`src/design/bcd_clock_time_setter_unit_macros.svh`:
```
// Assertion macros for the BCD clock time setter.
// Used by bcd_clock_time_setter_unit; expects a clk and rst_n in scope.
`ifndef BCD_CLOCK_TIME_SETTER_UNIT_MACROS_SVH
`define BCD_CLOCK_TIME_SETTER_UNIT_MACROS_SVH

// Same-cycle implication, checked out of reset.
`define BCTS_ASSERT_NOW(lbl, ante, cons) \
  lbl: assert property (@(posedge clk) disable iff (!rst_n) (ante) |-> (cons)) \
    else $error("bcts: same-cycle check failed");

// Next-cycle implication, checked out of reset.
`define BCTS_ASSERT_NEXT(lbl, ante, cons) \
  lbl: assert property (@(posedge clk) disable iff (!rst_n) (ante) |=> (cons)) \
    else $error("bcts: next-cycle check failed");

`endif

```
`src/design/bcts_pkg.sv`:
```
// Package for the BCD clock time setter: button codes, field limits,
// presets, the result record type and the BCD field normalizer. No dependencies.
package bcts_pkg;

  // Raw pull-up button patterns
  localparam logic [7:0] BTN_ADD   = 8'h1E;
  localparam logic [7:0] BTN_LEFT  = 8'h1D;
  localparam logic [7:0] BTN_RIGHT = 8'h1B;
  localparam logic [7:0] BTN_START = 8'h17;
  localparam logic [7:0] BTN_DONE  = 8'h0F;

  // Field selector codes
  localparam logic [7:0] SEL_SEC   = 8'd0;
  localparam logic [7:0] SEL_MIN   = 8'd1;
  localparam logic [7:0] SEL_HOUR  = 8'd2;
  localparam logic [7:0] SEL_GAP   = 8'd3;
  localparam logic [7:0] SEL_DAY   = 8'd4;
  localparam logic [7:0] SEL_MONTH = 8'd5;
  localparam logic [7:0] SEL_YEAR  = 8'd6;
  localparam logic [7:0] SEL_WRAP  = 8'd255;

  // Field limits (packed BCD)
  localparam logic [7:0] LIM_SEC   = 8'h59;
  localparam logic [7:0] LIM_MIN   = 8'h59;
  localparam logic [7:0] LIM_HOUR  = 8'h23;
  localparam logic [7:0] LIM_DAY   = 8'h31;
  localparam logic [7:0] LIM_MONTH = 8'h12;
  localparam logic [7:0] LIM_YEAR  = 8'h99;

  // Preset on start: 23:59:55 31/12/22
  localparam logic [7:0] PRE_SEC   = 8'h55;
  localparam logic [7:0] PRE_MIN   = 8'h59;
  localparam logic [7:0] PRE_HOUR  = 8'h23;
  localparam logic [7:0] PRE_DAY   = 8'h31;
  localparam logic [7:0] PRE_MONTH = 8'h12;
  localparam logic [7:0] PRE_YEAR  = 8'h22;

  localparam logic [3:0] BCD_MAX_DIGIT = 4'd9;

  typedef struct packed {
    logic [7:0] seconds;
    logic [7:0] minutes;
    logic [7:0] hours;
    logic [7:0] day;
    logic [7:0] month;
    logic [7:0] year;
    logic [7:0] field_select;
    logic       setting_active;
    logic       commit;
  } res_t;

  // Above limit -> zero; low digit past nine -> carry into tens, low digit zero.
  function automatic logic [7:0] norm_field(input logic [7:0] v, input logic [7:0] limit);
    logic [7:0] res;
    begin
      if (v > limit) begin
        res = 8'h00;
      end else if (v[3:0] > BCD_MAX_DIGIT) begin
        res = {v[7:4] + 4'd1, 4'd0};
      end else begin
        res = v;
      end
      return res;
    end
  endfunction

endpackage

```
`src/design/bcd_clock_time_setter_unit.sv`:
```
// Top level of the BCD clock time setter: state update, result register and
// skid stage. Depends on bcts_pkg and bcd_clock_time_setter_unit_macros.svh.
//
// Takes one transaction per clock while in_ready is high: a button event or a
// time load from the RTC (ignored while setting). The state update is a single
// level of decode, one 8-bit increment and per-field BCD compares, written at
// the accepting edge; its result goes to the result register, or to the skid
// stage while an earlier result waits. The one-entry skid stage keeps in_ready
// high while one finished result waits on out_ready; in_ready drops only when
// both are full. Sustained rate is one transaction per cycle with out_ready high.
`include "bcd_clock_time_setter_unit_macros.svh"

module bcd_clock_time_setter_unit (
  input  logic       clk,
  input  logic       rst_n,
  input  logic       in_valid,
  output logic       in_ready,
  input  logic       in_command,
  input  logic [7:0] in_button_pattern,
  input  logic [7:0] in_load_seconds,
  input  logic [7:0] in_load_minutes,
  input  logic [7:0] in_load_hours,
  input  logic [7:0] in_load_day,
  input  logic [7:0] in_load_month,
  input  logic [7:0] in_load_year,
  output logic       out_valid,
  input  logic       out_ready,
  output logic [7:0] out_seconds,
  output logic [7:0] out_minutes,
  output logic [7:0] out_hours,
  output logic [7:0] out_day,
  output logic [7:0] out_month,
  output logic [7:0] out_year,
  output logic [7:0] out_field_select,
  output logic       out_setting_active,
  output logic       out_commit
);

  // Clock state
  logic [7:0] sec_r, min_r, hour_r, day_r, month_r, year_r, sel_r;
  logic       setting_r;
  logic [7:0] sec_nxt, min_nxt, hour_nxt, day_nxt, month_nxt, year_nxt, sel_nxt;
  logic       setting_nxt;
  logic       commit_nxt;

  // Output buffering
  bcts_pkg::res_t res_new;
  bcts_pkg::res_t out_r, out_nxt;
  bcts_pkg::res_t skid_r, skid_nxt;
  logic           out_valid_r, out_valid_nxt;
  logic           skid_valid_r, skid_valid_nxt;

  logic in_take;
  logic out_take;
  logic out_setting_seen;

  assign in_ready = !skid_valid_r;
  assign in_take  = in_valid && in_ready;
  assign out_take = out_valid_r && out_ready;

  // Next state for one transaction
  always_comb begin
    logic [7:0] s, m, h, d, mo, y, sl;
    logic       set_f, cm;
    s  = sec_r;
    m  = min_r;
    h  = hour_r;
    d  = day_r;
    mo = month_r;
    y  = year_r;
    sl = sel_r;
    set_f = setting_r;
    cm = 1'b0;

    if (in_command) begin
      if (!setting_r) begin
        s  = in_load_seconds;
        m  = in_load_minutes;
        h  = in_load_hours;
        d  = in_load_day;
        mo = in_load_month;
        y  = in_load_year;
      end
    end else begin
      case (in_button_pattern)
        bcts_pkg::BTN_ADD: begin
          case (sel_r)
            bcts_pkg::SEL_SEC:   s  = s + 8'd1;
            bcts_pkg::SEL_MIN:   m  = m + 8'd1;
            bcts_pkg::SEL_HOUR:  h  = h + 8'd1;
            bcts_pkg::SEL_GAP:   sl = bcts_pkg::SEL_DAY;
            bcts_pkg::SEL_DAY:   d  = d + 8'd1;
            bcts_pkg::SEL_MONTH: mo = mo + 8'd1;
            bcts_pkg::SEL_YEAR:  y  = y + 8'd1;
            default: ;
          endcase
        end
        bcts_pkg::BTN_LEFT:  sl = sl + 8'd1;
        bcts_pkg::BTN_RIGHT: sl = sl - 8'd1;
        bcts_pkg::BTN_START: begin
          set_f = 1'b1;
          sl = bcts_pkg::SEL_SEC;
          s  = bcts_pkg::PRE_SEC;
          m  = bcts_pkg::PRE_MIN;
          h  = bcts_pkg::PRE_HOUR;
          d  = bcts_pkg::PRE_DAY;
          mo = bcts_pkg::PRE_MONTH;
          y  = bcts_pkg::PRE_YEAR;
        end
        bcts_pkg::BTN_DONE: cm = setting_r;
        default: ;
      endcase
    end

    // Normalize after every transaction while setting
    if (set_f) begin
      if (sl == bcts_pkg::SEL_WRAP) begin
        sl = bcts_pkg::SEL_YEAR;
      end else if (sl > bcts_pkg::SEL_YEAR) begin
        sl = bcts_pkg::SEL_SEC;
      end
      s  = bcts_pkg::norm_field(s,  bcts_pkg::LIM_SEC);
      m  = bcts_pkg::norm_field(m,  bcts_pkg::LIM_MIN);
      h  = bcts_pkg::norm_field(h,  bcts_pkg::LIM_HOUR);
      d  = bcts_pkg::norm_field(d,  bcts_pkg::LIM_DAY);
      mo = bcts_pkg::norm_field(mo, bcts_pkg::LIM_MONTH);
      y  = bcts_pkg::norm_field(y,  bcts_pkg::LIM_YEAR);
      if (cm) begin
        set_f = 1'b0;
      end
    end

    sec_nxt     = s;
    min_nxt     = m;
    hour_nxt    = h;
    day_nxt     = d;
    month_nxt   = mo;
    year_nxt    = y;
    sel_nxt     = sl;
    setting_nxt = set_f;
    commit_nxt  = cm;
  end

  always_comb begin
    res_new.seconds        = sec_nxt;
    res_new.minutes        = min_nxt;
    res_new.hours          = hour_nxt;
    res_new.day            = day_nxt;
    res_new.month          = month_nxt;
    res_new.year           = year_nxt;
    res_new.field_select   = sel_nxt;
    res_new.setting_active = setting_nxt;
    res_new.commit         = commit_nxt;
  end

  // Result register and skid stage
  always_comb begin
    out_nxt        = out_r;
    skid_nxt       = skid_r;
    out_valid_nxt  = out_valid_r;
    skid_valid_nxt = skid_valid_r;
    if (out_take) begin
      if (skid_valid_r) begin
        // advance the waiting result; a new transaction takes the skid slot
        out_nxt        = skid_r;
        skid_valid_nxt = in_take;
        if (in_take) begin
          skid_nxt = res_new;
        end
      end else begin
        out_valid_nxt = in_take;
        if (in_take) begin
          out_nxt = res_new;
        end
      end
    end else if (in_take) begin
      if (!out_valid_r) begin
        out_valid_nxt = 1'b1;
        out_nxt       = res_new;
      end else begin
        skid_valid_nxt = 1'b1;
        skid_nxt       = res_new;
      end
    end
  end

  always_ff @(posedge clk) begin
    if (!rst_n) begin
      sec_r        <= 8'h00;
      min_r        <= 8'h00;
      hour_r       <= 8'h00;
      day_r        <= 8'h00;
      month_r      <= 8'h00;
      year_r       <= 8'h00;
      sel_r        <= 8'h00;
      setting_r    <= 1'b0;
      out_valid_r  <= 1'b0;
      skid_valid_r <= 1'b0;
    end else begin
      if (in_take) begin
        sec_r     <= sec_nxt;
        min_r     <= min_nxt;
        hour_r    <= hour_nxt;
        day_r     <= day_nxt;
        month_r   <= month_nxt;
        year_r    <= year_nxt;
        sel_r     <= sel_nxt;
        setting_r <= setting_nxt;
      end
      out_valid_r  <= out_valid_nxt;
      skid_valid_r <= skid_valid_nxt;
    end
  end

  always_ff @(posedge clk) begin
    out_r  <= out_nxt;
    skid_r <= skid_nxt;
  end

  assign out_valid          = out_valid_r;
  assign out_seconds        = out_r.seconds;
  assign out_minutes        = out_r.minutes;
  assign out_hours          = out_r.hours;
  assign out_day            = out_r.day;
  assign out_month          = out_r.month;
  assign out_year           = out_r.year;
  assign out_field_select   = out_r.field_select;
  assign out_setting_active = out_r.setting_active;
  assign out_commit         = out_r.commit;

  assign out_setting_seen = out_valid_r && out_r.setting_active;

  `BCTS_ASSERT_NOW(a_skid_behind_out, skid_valid_r, out_valid_r)
  `BCTS_ASSERT_NOW(a_commit_ends_setting, out_valid_r && out_r.commit, !out_r.setting_active)
  `BCTS_ASSERT_NOW(a_sel_in_range, out_setting_seen, out_r.field_select <= bcts_pkg::SEL_YEAR)
  `BCTS_ASSERT_NOW(a_sec_in_range, out_setting_seen, out_r.seconds <= bcts_pkg::LIM_SEC)
  `BCTS_ASSERT_NOW(a_hour_in_range, out_setting_seen, out_r.hours <= bcts_pkg::LIM_HOUR)
  `BCTS_ASSERT_NEXT(a_state_holds_idle, !in_take, $stable(sel_r) && $stable(setting_r))

endmodule
```
`config.mk`:
```
export PLATFORM = sky130hd
export DESIGN_NAME = bcd_clock_time_setter_unit
export DESIGN_NICKNAME = d
export VERILOG_FILES = /design/src/design/bcts_pkg.sv /design/src/design/bcd_clock_time_setter_unit.sv
export VERILOG_INCLUDE_DIRS = /design/src /design/src/design
export SDC_FILE = /design/constraint.sdc
export NUM_CORES = 1
export LEC_CHECK = 0
export ABC_CLOCK_PERIOD_IN_PS = 6360
export BUFFER_PORTS_ARGS = -buffer_cell sky130_fd_sc_hd__clkbuf_2
export CAP_MARGIN = 5
export CORE_MARGIN = 3
export CORE_UTILIZATION = 30
export DETAILED_ROUTE_END_ITERATION = 7
export SYNTH_ARGS = -nofsm -noshare
export SYNTH_HDL_FRONTEND = slang
export SYNTH_SLANG_ARGS = --single-unit
```
`constraint.sdc`:
```
create_clock -name clk -period 6.36 [get_ports clk]
set_input_delay 0.954 -clock clk [delete_from_list [all_inputs] [get_ports clk]]
set_output_delay 0.954 -clock clk [all_outputs]
set_load 0.05 [all_outputs]
```
**Yosys cells after proc, flatten, opt, wreduce, memory -nomap -nowiden**

Index checks and enable logic that the tools add are counted.

- Bits in registers: 175
- Bits in latches: 0
- RAM bits: 0
- Memory bits (read-only): 0
- Input port bits: 61
- Output and inout port bits: 60
- Logic and storage cells: 151
- Memories: 0

- Add/sub/neg operators: 14
- Multipliers: 0
- Div/mod/pow operators: 0
- Order comparisons: 13
- Eq/ne operators: 15
- Shift-type cells: 0
- Muxes and demuxes: 70
- Bitwise logic cells: 0
- Reductions and logical operators: 11

Operators with widths:

| kind | count |
|---|---|
| two-way mux 58 bit | 9 |
| two-way mux 8 bit | 41 |
| case mux 8 bit (2 select lines) | 6 |
| adder 8 x 1 -> 8 bit, second input constant | 7 |
| equality test 8 x 5 -> 1 bit, second input constant | 4 |
| case mux 8 bit (4 select lines) | 1 |
| adder 4 x 1 -> 4 bit, second input constant | 6 |
| equality test 8 x 3 -> 1 bit, second input constant | 3 |
| > comparator 4 bit, second input constant | 6 |
| equality test 8 x 2 -> 1 bit, second input constant | 2 |
| > comparator 8 x 6 -> 1 bit, second input constant | 2 |
| > comparator 8 x 7 -> 1 bit, second input constant | 2 |
| two-way mux 1 bit | 13 |
| equality test 8 x 1 -> 1 bit, second input constant | 1 |
| equality test 8 x 4 -> 1 bit, second input constant | 1 |
| equality test 8 bit, second input constant | 1 |
| > comparator 8 x 3 -> 1 bit, second input constant | 1 |
| > comparator 8 x 5 -> 1 bit, second input constant | 1 |
| > comparator 8 bit, second input constant | 1 |
| zero test 8 bit | 1 |
| subtractor 8 x 1 -> 8 bit, second input constant | 1 |
| AND reduction 3 bit | 2 |
| nonzero test 2 bit | 3 |
| != test 2 bit, second input constant | 2 |
| 4 further kinds | 6 |

**Depth between registers and ports, before layout**

Gate-level depths: netlist of the first run.

- Word-level depth: 11
- Mapped depth: 16
- Gate-level depth less buffers: 14

**Least setup slack after synthesis of the first run**

No wires, ideal clock.

- Kind: input port to flip-flop
- Start: input port in_valid
- End: register out_r, in the netlist out_commit (enable)
- Library setup time: 0.493 ns
- Arrival: 4.314 ns
- Required time: 5.867 ns
- Setup slack: 1.553 ns
- Stages: 4
- Path buffers: 1
- Path through: nor2b_1 > clkbuf_1 > a21oi_1 > a21oi_1

- Longest elaborated chain between the ends: 3
- Elaborated cells on any way between the ends: 4
- Those cells by class: reduce/logical (4)

Ends and longest elaborated chain:

| what | line | source |
|---|---|---|
| start, declared | bcd_clock_time_setter_unit.sv:16 | `input logic in_valid,` |
| logical AND 1 bit * | bcd_clock_time_setter_unit.sv:58 | `assign in_take = in_valid && in_ready;` |
| nonzero test 2 bit (no line) | -- |  |
| AND reduction 3 bit (no line) * | -- |  |
| end signal, assigned | bcd_clock_time_setter_unit.sv:216 | `out_r <= out_nxt;` |
| end, declared | bcd_clock_time_setter_unit.sv:48 | `bcts_pkg::res_t out_r, out_nxt;` |

Mark *: on every way between the ends. The rest lies on a longest branch, timed or not.
A chain may end at the register's enable or synchronous reset.

==> results of run 1 <==
## placed cells by master, fill, tap and decap left out, drive strengths merged, types with 8 or more instances in the layout
cell type  count
and3          18
nand4         26
o21ai         62
o41ai         20
mux2i         16
xnor2          9
ha            22
and4          10
nor2          72
o31ai         49
o21a          10
inv           42
o211ai        18
nand2b         9
a211oi        11
o22ai          8
dfxtp         59
a21oi         44
nor3          33
a22oi          9
edfxtp       116
and2          15
buf           24
nor4          14
mux2          13
nand3         68
or4           10
nor3b          8
a31oi         27
nand2        151
clkbuf       142
## cell usage after synthesis (all sizes together), types with 5 or more instances
library cell  instances
o211ai               18
a221oi                5
nor4                 14
buf                  17
clkbuf               67
nor3                 33
edfxtp              116
o21ai                62
and4                 10
or4                  10
and4b                 5
xnor2                 9
nand4                26
o21a                 10
a21oi                44
or3                   6
and2                 15
a31oi                27
nand2               151
and3                 18
nand2b                9
a22oi                 9
ha                   22
mux2                 13
a31o                  5
nor2                 72
nand4b                6
nor3b                 8
a211oi               11
o31ai                49
nand3                68
o211a                 5
o311ai                5
dfxtp                59
inv                  38
o22ai                 8
mux2i                16
o41ai                20
## area by class of cell
| class | instances | area share, % |
|---|---|---|
| clock buffer | 22 | 3.93 |
| clock inverter | 10 | 0.992 |
| inverter | 38 | 1.15 |
| multi-input combinational | 868 | 45.3 |
| sequential | 175 | 37.7 |
| tap | 455 | 4.61 |
| timing repair buffer | 144 | 6.32 |
## worst register-to-register path, delay by kind of cell (launching register included)
family	cells	cell delay, ns
simple gates	4	1.57
compound gates	4	1.08
flops	1	0.53
buf+inv	2	0.30
mux	1	0.20
fa+ha+maj	1	0.19
## final timing paths
| check | start | endpoint |
|---|---|---|
| max | in_button_pattern[5] | out_month[2]$_DFFE_PP_ |
| min | month_r[7]$_SDFFE_PN0P_ | month_r[7]$_SDFFE_PN0P_ |
| max reg2reg | sel_r[3]$_SDFFE_PN0P_ | out_hours[3]$_DFFE_PP_ |
| min reg2reg | month_r[7]$_SDFFE_PN0P_ | month_r[7]$_SDFFE_PN0P_ |
## cell families after synthesis
family | Yosys count | synth area share (%)
AND/OR/NAND/NOR | 478 | 23.5
AO/OA/AOI/OAI | 326 | 21.9
flip-flops | 175 | 43.6
buffers and inverters | 122 | 4.54
multiplexers | 29 | 2.90
adder cells (fa/ha/maj) | 22 | 2.57
XOR/XNOR | 13 | 1.06
## per-stage QoR
| step | std cells | cell area, µm² |
|---|---|---|
| final | 1712 | 12400 |
| after CTS | 1712 | 12400 |
| after global routing | 1712 | 12400 |
| after global placement | 1680 | 11700 |
| after floorplan | 1165 | 10700 |
| after detailed placement | 1680 | 11700 |
## power groups by stage
stage,registers (mW),logic [mW],clock network (mW)
global route,1.34,0.546,1.16
floorplan,1.46,0.239,0
detailed placement,1.36,0.501,0
CTS,1.33,0.504,1.13
finish,1.33,0.502,1.10
global placement,1.36,0.497,0
## routing by layer
layer | up-vias | global-route usage, % | part of all wire, %
li1 | 4638 | - | -
met1 | 4690 | 23.6 | 45
met2 | 359 | 29.6 | 48
met3 | 44 | 2.74 | 5.7
met4 | 0 | 5.23 | 1.9
met5 | - | 0 | 0
==> impl_results.md, run 1 <==
* Rows at 68
* Setup slack at placement at between 1.5 and 2 ns
* Crit path kind: input pin to flip-flop
* Slew Limit Fails at 0
* Final setup vio count at 0
* Syn Inst Count at about 1200
* Post-layout nets at about 1300
* Worst-Margin Slew at between 1 and 1.5 ns
* DR iter-0 viols at 886
* Root buf cell: clkbuf_16
* Setup WS post-layout at 1.96 ns
* CP startpoint kind: input pin
* Share of cells above drive strength 1 at between 10% and 20%
* Post-synthesis cell type count at 93
* Tot GR Track Use at 17.6%
* Die area at 38000 µm²
* Post-Syn Nets at between 1000 and 1500
* Die W at 195 µm
* Buf/Inv on CP at 2
* Area of the multi-input gates at 5590 µm²
* Clock Skew at approximately 0.017 ns
* # hold bufs at CTS at 0
* Max stage delay on crit path at approximately 0.73 ns
* DR vias/cell at ~5.7
* Crit-path slowest cell: nor4b_4
* Final hold vios at 0
* EDFF count, synth at 116
* Final Util at between 30% and 40%
* Sequential share of power at 45.4%
* Cell count along the critical path at 11
* Number of max-cap violations at 0
* Max Buffers Root-to-Sink at 2
* Yosys warnings at 0
* CORE AREA at between 30000 and 40000 µm²
* Unrepaired setup endpoints after global routing: no
* Final Power at approximately 2.9 mW
* # DRC at 0
* Hold Path Class: flip-flop to flip-flop
* Combinational share of power at between 10% and 20%
* # IOs at ~120
* Max-slew headroom at between 20% and 30%
* Max FFs per register at 58
* Critical Path Fanout Max at 21
* Synthesized area per cell at 9.19 µm²
* Number of global-route vias before repair at approximately 9000
* Cell leakage power at 4.39 nW
* Final ANT Viol Nets at 0
* Worst R2R Path Depth at 12
* Biggest register: skid_r
* N_diodes at 0
* WL final at around 34000 µm
* FILL cells at 3594
* Initial cell density of the core at between 30% and 40%
* Placer Congestion at approximately 0.90
* Chip height at approximately 200 µm
* R2R Setup Slk at about 2.4 ns
* Clk pwr share at 37.5%
* H-tree Lvls at 4
* Dominant synthesized flop cell: edfxtp_1
* DRT Pass-1 Iters at 5
* Post-CTS sizing at 0
* Hold path depth at 2
* Grt ovf at 0
* Setup bufs post-CTS at 0
* First-pass GRT wire length at 53500 µm
* Sequential Area at 4660 µm²
* Fin crit share at just under 70%
* Cts bufs inserted at 17
* Fin crit period at about 4.4 ns
* IO Port Bufs at 120
* Syn Std Cell Area at approximately 11000 µm²
* Largest net degree at the start of global routing at 61
* Worst vdd ir at 0.140 mV
* TritonCTS Sinks at between 150 and 200
* Fmax at approximately 230 MHz
* Initial antenna violation count at 0
* P_int at ~2 mW
* Crit path DAT at 4.62 ns
* Routed via count at about 9700
* Outcome: complete, no violations
* Family with the most delay on the worst path: simple AND/OR/NAND/NOR gates
* Setup TNS at 0 ns
* DP HPWL at 24300 µm
* Synth top area share at between 30% and 40%
* Sw Share at 29.9%
* Flops & latches, synth at roughly 180
* Crit. End Element: flip-flop
* Worst EP required at between 6 and 7 ns
* Routed len/inst at 20.0 µm
* Leading area contributor after synthesis: edfxtp_1
* Power Density at between 200 and 250 nW/µm²
* Critical-path cell list: clkbuf_2 -> nor4b_4 -> nand3_1 -> nor4_1 -> o21ai_0 -> a21oi_1 -> ha_1 -> a21o_1 -> a41oi_1 -> buf_4 -> o41ai_1
* WHS at 0.487 ns
* Asr flop ratio synth at 0%
* CTS tree: done
* Dominant cells by area after synthesis: edfxtp_1, dfxtp_1, nand2_1, o31ai_1, nand3_1
* Layout area overhead at 15.5%
* Clock transition at the registers of the reported paths at approximately 0.080 ns
* Register area share after synthesis at 43.6%
* Psw at around 880 µW
* Clock Latency Late Sink at 0.44 ns
(Power assumes the default switching activity.)
==> inputs of run 2 (changes only) <==
- ABC_CLOCK_PERIOD_IN_PS: 6360 -> 4360
- clock period: 6.36 -> 4.36 ns (I/O delays scaled with it)
==> run 2 against run 1 <==
Clock power increased by 39%. Non-clock buffer count is 35 higher. Clock-buffer cell count is 3 lower. Worst hold slack worse by 0.045 ns. Critical endpoint is now out_hours[4]$_DFFE_PP_. Critical path type is now flip-flop to flip-flop. Cell area is 1.8% higher. Clock skew about the same. First-iteration DRC count rose by 12%. Final cell count increased by 2.0%. Register-to-register slack worse by 1.9 ns. Sequential cell count stayed put.
==> impl_results.md, run 2 (synthesis results as in run 1) <==
* Outcome: complete, no violations
* CP startpoint kind: flip-flop
* Clock Skew at 0.0168 ns
* CTS tree: done
* R2R Setup Slk at 0.50 ns
* Post-CTS sizing at 0
* Clk pwr share at a little over a third
* Chip height at 195 µm
* Layout area overhead at 17.6%
* Largest net degree at the start of global routing at between 50 and 60
* Setup bufs post-CTS at 0
* Rows at 68
* H-tree Lvls at 4
* Worst R2R Path Depth at 11
* Max Buffers Root-to-Sink at 2
* Root buf cell: clkbuf_16
* Crit path DAT at 4.12 ns
* Max FFs per register at between 50 and 60
* First-pass GRT wire length at roughly 55000 µm
* Fmax at 259 MHz
* Psw at around 1.3 mW
* Die W at 195 µm
* Placed cell area at about 12000 µm²
* # hold bufs at CTS at 0
* Post-layout nets at between 1000 and 1500
* Clock transition at the registers of the reported paths at ~0.070 ns
* # DRC at 0
* Critical path endpoint: out_hours[4]$_DFFE_PP_
* Initial antenna violation count at 0
* Final Util at a little over a third
* Grt ovf at 0
* DR vias/cell at 5.68
* Die area at 38000 µm²
* Fin area at approximately 13000 µm²
* Commonest non-fill, non-tap cell in the layout: nand2_1
* Max-slew headroom at between 30% and 40%
* Unrepaired setup endpoints after global routing: no
* Placer Congestion at just over 0.9
* Tot GR Track Use at a little under a fifth
* Routed via count at between 9000 and 10000
* Biggest register: skid_r
* Worst EP required at 4.62 ns
* Sequential share of power at around 46%
* WHS at 0.442 ns
* Crit. End Element: flip-flop
* Fin crit share at 88.4%
* TritonCTS Sinks at about 180
* Number of max-cap violations at 0
* Power Density at 336 nW/µm²
* Routed len/inst at approximately 20 µm
* Slew Limit Fails at 0
* DR iter-0 viols at 992
* CORE AREA at roughly 35000 µm²
* Setup TNS at 0 ns
* Critical Path Start: sel_r[3]$_SDFFE_PN0P_
* IO Port Bufs at between 100 and 150
* DP HPWL at roughly 26000 µm
* Final Power at about 4.2 mW
* Area of the multi-input gates at between 5000 and 6000 µm²
* Hold Path Class: input pin to flip-flop
* Cts bufs inserted at 17
* Clock Latency Late Sink at 0.45 ns
* Reg2reg end: out_hours[4]$_DFFE_PP_
* Final hold vios at 0
* Worst vdd ir at 0.277 mV
* Cell leakage power at ~4.5 nW
* DRT Pass-1 Iters at 6
* Final setup vio count at 0
* Number of global-route vias before repair at 9249
* FILL cells at about 3600
* RR Startpoint: sel_r[3]$_SDFFE_PN0P_
* WL final at approximately 36000 µm
* N_diodes at 0
* Most frequent cells in the layout: nand2_1, clkbuf_2, edfxtp_1, nor2_1, nand3_1
* # IOs at around 120
* Sequential Area at 4660 µm²
* Final ANT Viol Nets at 0
* Share of cells above drive strength 1 at between 20% and 30%
* Crit path kind: flip-flop to flip-flop
* Fin crit period at 3.86 ns
* Worst-Margin Slew at around 0.93 ns
* Combinational share of power at 17.9%
* Critical Path Fanout Max at 11
* Hold path depth at 2
* P_int at a little under 3 mW
* Sw Share at between 30% and 40%
* Initial cell density of the core at 30.7%
## run 2: cell count changes in the layout (fill, tap and decap cells not counted), sizes merged
cell      before  now
clkinvlp       2    4
buf           24   59
bufinv         2    1
clkinv         2    5
clkbuf       142  139
inv           42   41
## run 2: how the worst min path moves through the flow
stage / slack [ns] / startpoint / to
after CTS: 0.42 / out_ready / skid_valid_r$_SDFFE_PN0P_
after global routing: 0.45 / out_ready / skid_valid_r$_SDFFE_PN0P_
final: 0.44 / out_ready / skid_valid_r$_SDFFE_PN0P_
after global placement: 0.47 / day_r[7]$_SDFFE_PN0P_ / day_r[7]$_SDFFE_PN0P_
after floorplan: 0.46 / day_r[7]$_SDFFE_PN0P_ / day_r[7]$_SDFFE_PN0P_
after detailed placement: 0.49 / day_r[6]$_SDFFE_PN0P_ / day_r[6]$_SDFFE_PN0P_
## run 2: metrics by stage
| stage | setup slack (ns) | cells |
|---|---|---|
| after detailed placement | 0.297 | 1715 |
| final | 0.505 | 1747 |
| after floorplan | 0.611 | 1165 |
| after global placement | 0.349 | 1715 |
| after global routing | 0.199 | 1747 |
| after CTS | 0.596 | 1747 |
## run 2: routing by layer
metal	track usage (%)	part of all wire, %	routed length (µm)
met5	0	0	0
met4	7.24	3.1	1100
met3	3.47	6.9	2470
met2	28.1	44	15700
met1	25.7	46	16300
## run 2: cell type report
type                       count  area share, %
multi-input combinational    868           44.4
sequential                   175           37.1
timing repair buffer         179           8.39
tap                          455           4.52
clock buffer                  19           3.44
inverter                      38           1.13
clock inverter                13           1.05
## run 2: power by group through the flow
stage	clock network [mW]	registers (mW)	logic, mW
6_report	1.53	1.94	0.755
5_1_grt	1.63	1.96	0.818
4_1_cts	1.57	1.94	0.758
3_5_place_dp	0	1.98	0.754
3_3_place_gp	0	1.98	0.747
2_1_floorplan	0	2.13	0.350
## run 2: worst max-delay path, stage by stage, from the launching register on
cell	delay [ns]
dfxtp_1	0.47
nor2_1	0.57
nand4_1	0.31
nor3_1	0.46
o21ai_0	0.14
a21oi_1	0.31
ha_1	0.20
inv_1	0.05
o311ai_0	0.40
o311ai_2	0.27
buf_4	0.23
o31ai_1	0.24
==> inputs of run 3 (changes only) <==
- RECOVER_POWER: unset -> 100
==> run 3 against run 2 <==
The flow now finishes with violations (capacitance limit, slew limit). Final cell count unchanged. Total power down 0.31%. Combinational power down 2%. Cell area down 1.6%. Worst setup slack worse by 0.24 ns. Sequential share of layout area up 0.59 points.
==> impl_results.md, run 3 (synthesis results as in run 1) <==
* Outcome: finished, violations left
* Failing checks: capacitance limit, slew limit
* Routed len/inst at 20.5 µm
* WL final at 35800 µm
* Post-layout nets at between 1000 and 1500
* Tot GR Track Use at a little under a fifth
* Final setup vio count at 0
* Final Power at 4.22 mW
* Worst vdd ir at around 0.28 mV
* Wire length on met2 at between 15000 and 20000 µm
* Crit path kind: flip-flop to flip-flop
* # IOs at about 120
* Chip height at 195 µm
* Hold Path Class: input pin to flip-flop
* CP startpoint kind: flip-flop
* Final hold vios at 0
* Max FFs per register at 58
* Critical Path Fanout Max at 13
* Number of global-route vias before repair at a little over 9000
* Cts bufs inserted at 17
* N_diodes at 0
* Worst EP required at approximately 4.7 ns
* First-pass GRT wire length at 55300 µm
* DRT Pass-1 Iters at 5
* Fin crit period at approximately 4 ns
* DR vias/cell at roughly 5.7
* Die area at roughly 38000 µm²
* Max-slew headroom at -8.99%
* # DRC at 0
* Worst-Margin Slew at about 1.6 ns
* Met3 routed WL at roughly 2500 µm
* Slew Limit Fails at 59
* Grt ovf at 0
* Share of cells above drive strength 1 at a little over an eighth
* WHS at 0.451 ns
* Crit. End Element: flip-flop
* CORE AREA at approximately 35000 µm²
* Fin area at 12400 µm²
* Power Density at roughly 340 nW/µm²
* Initial cell density of the core at between 30% and 40%
* Largest net degree at the start of global routing at approximately 60
* Clock transition at the registers of the reported paths at around 0.08 ns
* Setup TNS at 0 ns
* Setup bufs post-CTS at 0
* Worst R2R Path Depth at 9
* Number of max-cap violations at 1
* Unrepaired setup endpoints after global routing: no
* Layout area overhead at 15.7%
* Hold path depth at 2
* # hold bufs at CTS at 0
* Routed via count at approximately 10000
* Metal-1 WL at approximately 16000 µm
* Most frequent cells in the layout: nand2_1, edfxtp_1, clkbuf_1, nor2_1, nand3_1
* H-tree Lvls at 4
* Clock Latency Late Sink at 0.45 ns
* Commonest non-fill, non-tap cell in the layout: nand2_1
* Max Buffers Root-to-Sink at 2
* Post-CTS sizing at 0
* Fmax at roughly 240 MHz
* Rows at between 60 and 70
* Placer Congestion at between 0.9 and 1
* Clock Skew at roughly 0.018 ns
* DR iter-0 viols at approximately 1100
* Final ANT Viol Nets at 0
* Root buf cell: clkbuf_16
* Crit path DAT at around 4.5 ns
* Top Layer Used: met4
* Die W at 195 µm
* Fin crit share at approximately 94%
* TritonCTS Sinks at ~180
* Placed cell area at ~12000 µm²
* Initial antenna violation count at 0
* DP HPWL at about 26000 µm
* Cell leakage power at 4.28 nW
* CTS tree: done
* IO Port Bufs at between 100 and 150
* Biggest register: skid_r
run 3: cell count changes in the layout (fill, tap and decap cells not counted), moves of 2 or more:
| cell | previous run | this run |
|---|---|---|
| clkbuf_2 | 120 | 59 |
| nor4_1 | 10 | 12 |
| and2_0 | 1 | 5 |
| buf_4 | 58 | 43 |
| nor4_2 | 3 | 1 |
| clkbuf_1 | 2 | 78 |
| and2_1 | 14 | 10 |
run 3: area by class of cell:
class | count | area (µm²)
well taps | 455 | 569
flip-flops and latches | 175 | 4660
clock inverters | 13 | 133
multi-input cells | 868 | 5520
repair buffers | 179 | 923
fillers | 3669 | 22500
inverters | 38 | 143
clock buffers | 19 | 433
run 3: critical path: stages, from the launching register on:
cell	delay, ns
dfxtp_1	0.44
or4_4	0.71
nor4_1	0.81
a31o_2	0.28
a21boi_0	0.12
or3b_2	0.57
o21ai_0	0.32
a31oi_1	0.26
clkbuf_1	0.25
o31ai_1	0.24
run 3: final timing paths:
kind / slack [ns] / to / start
max: 0.26 / day_r[0]$_SDFFE_PN0P_ / sel_r[4]$_SDFFE_PN0P_
min reg2reg: 0.50 / day_r[7]$_SDFFE_PN0P_ / day_r[7]$_SDFFE_PN0P_
min: 0.45 / skid_valid_r$_SDFFE_PN0P_ / out_ready
max reg2reg: 0.26 / day_r[0]$_SDFFE_PN0P_ / sel_r[4]$_SDFFE_PN0P_
run 3: power by group:
group | total, mW | switching, mW | internal (mW)
clock network | 1.53 | 0.733 | 0.799
logic | 0.737 | 0.532 | 0.205
registers | 1.95 | 0.0653 | 1.88
total | 4.22 | 1.33 | 2.88
run 3: routing by layer:
metal	global-route usage, %	up-vias
met5	0	-
met4	7.24	0
met3	3.47	52
met2	28.1	403
met1	25.7	4798
li1	-	4700
run 3: through the flow:
stage / setup WS [ns] / util, % / cells
2_1_floorplan: 0.611 / - / 1165
5_1_grt: 0.103 / 35.5 / 1747
3_5_place_dp: 0.297 / 34.4 / 1715
3_3_place_gp: 0.349 / 34.4 / 1715
6_report: 0.263 / 35.5 / 1747
4_1_cts: 0.596 / 36.1 / 1747
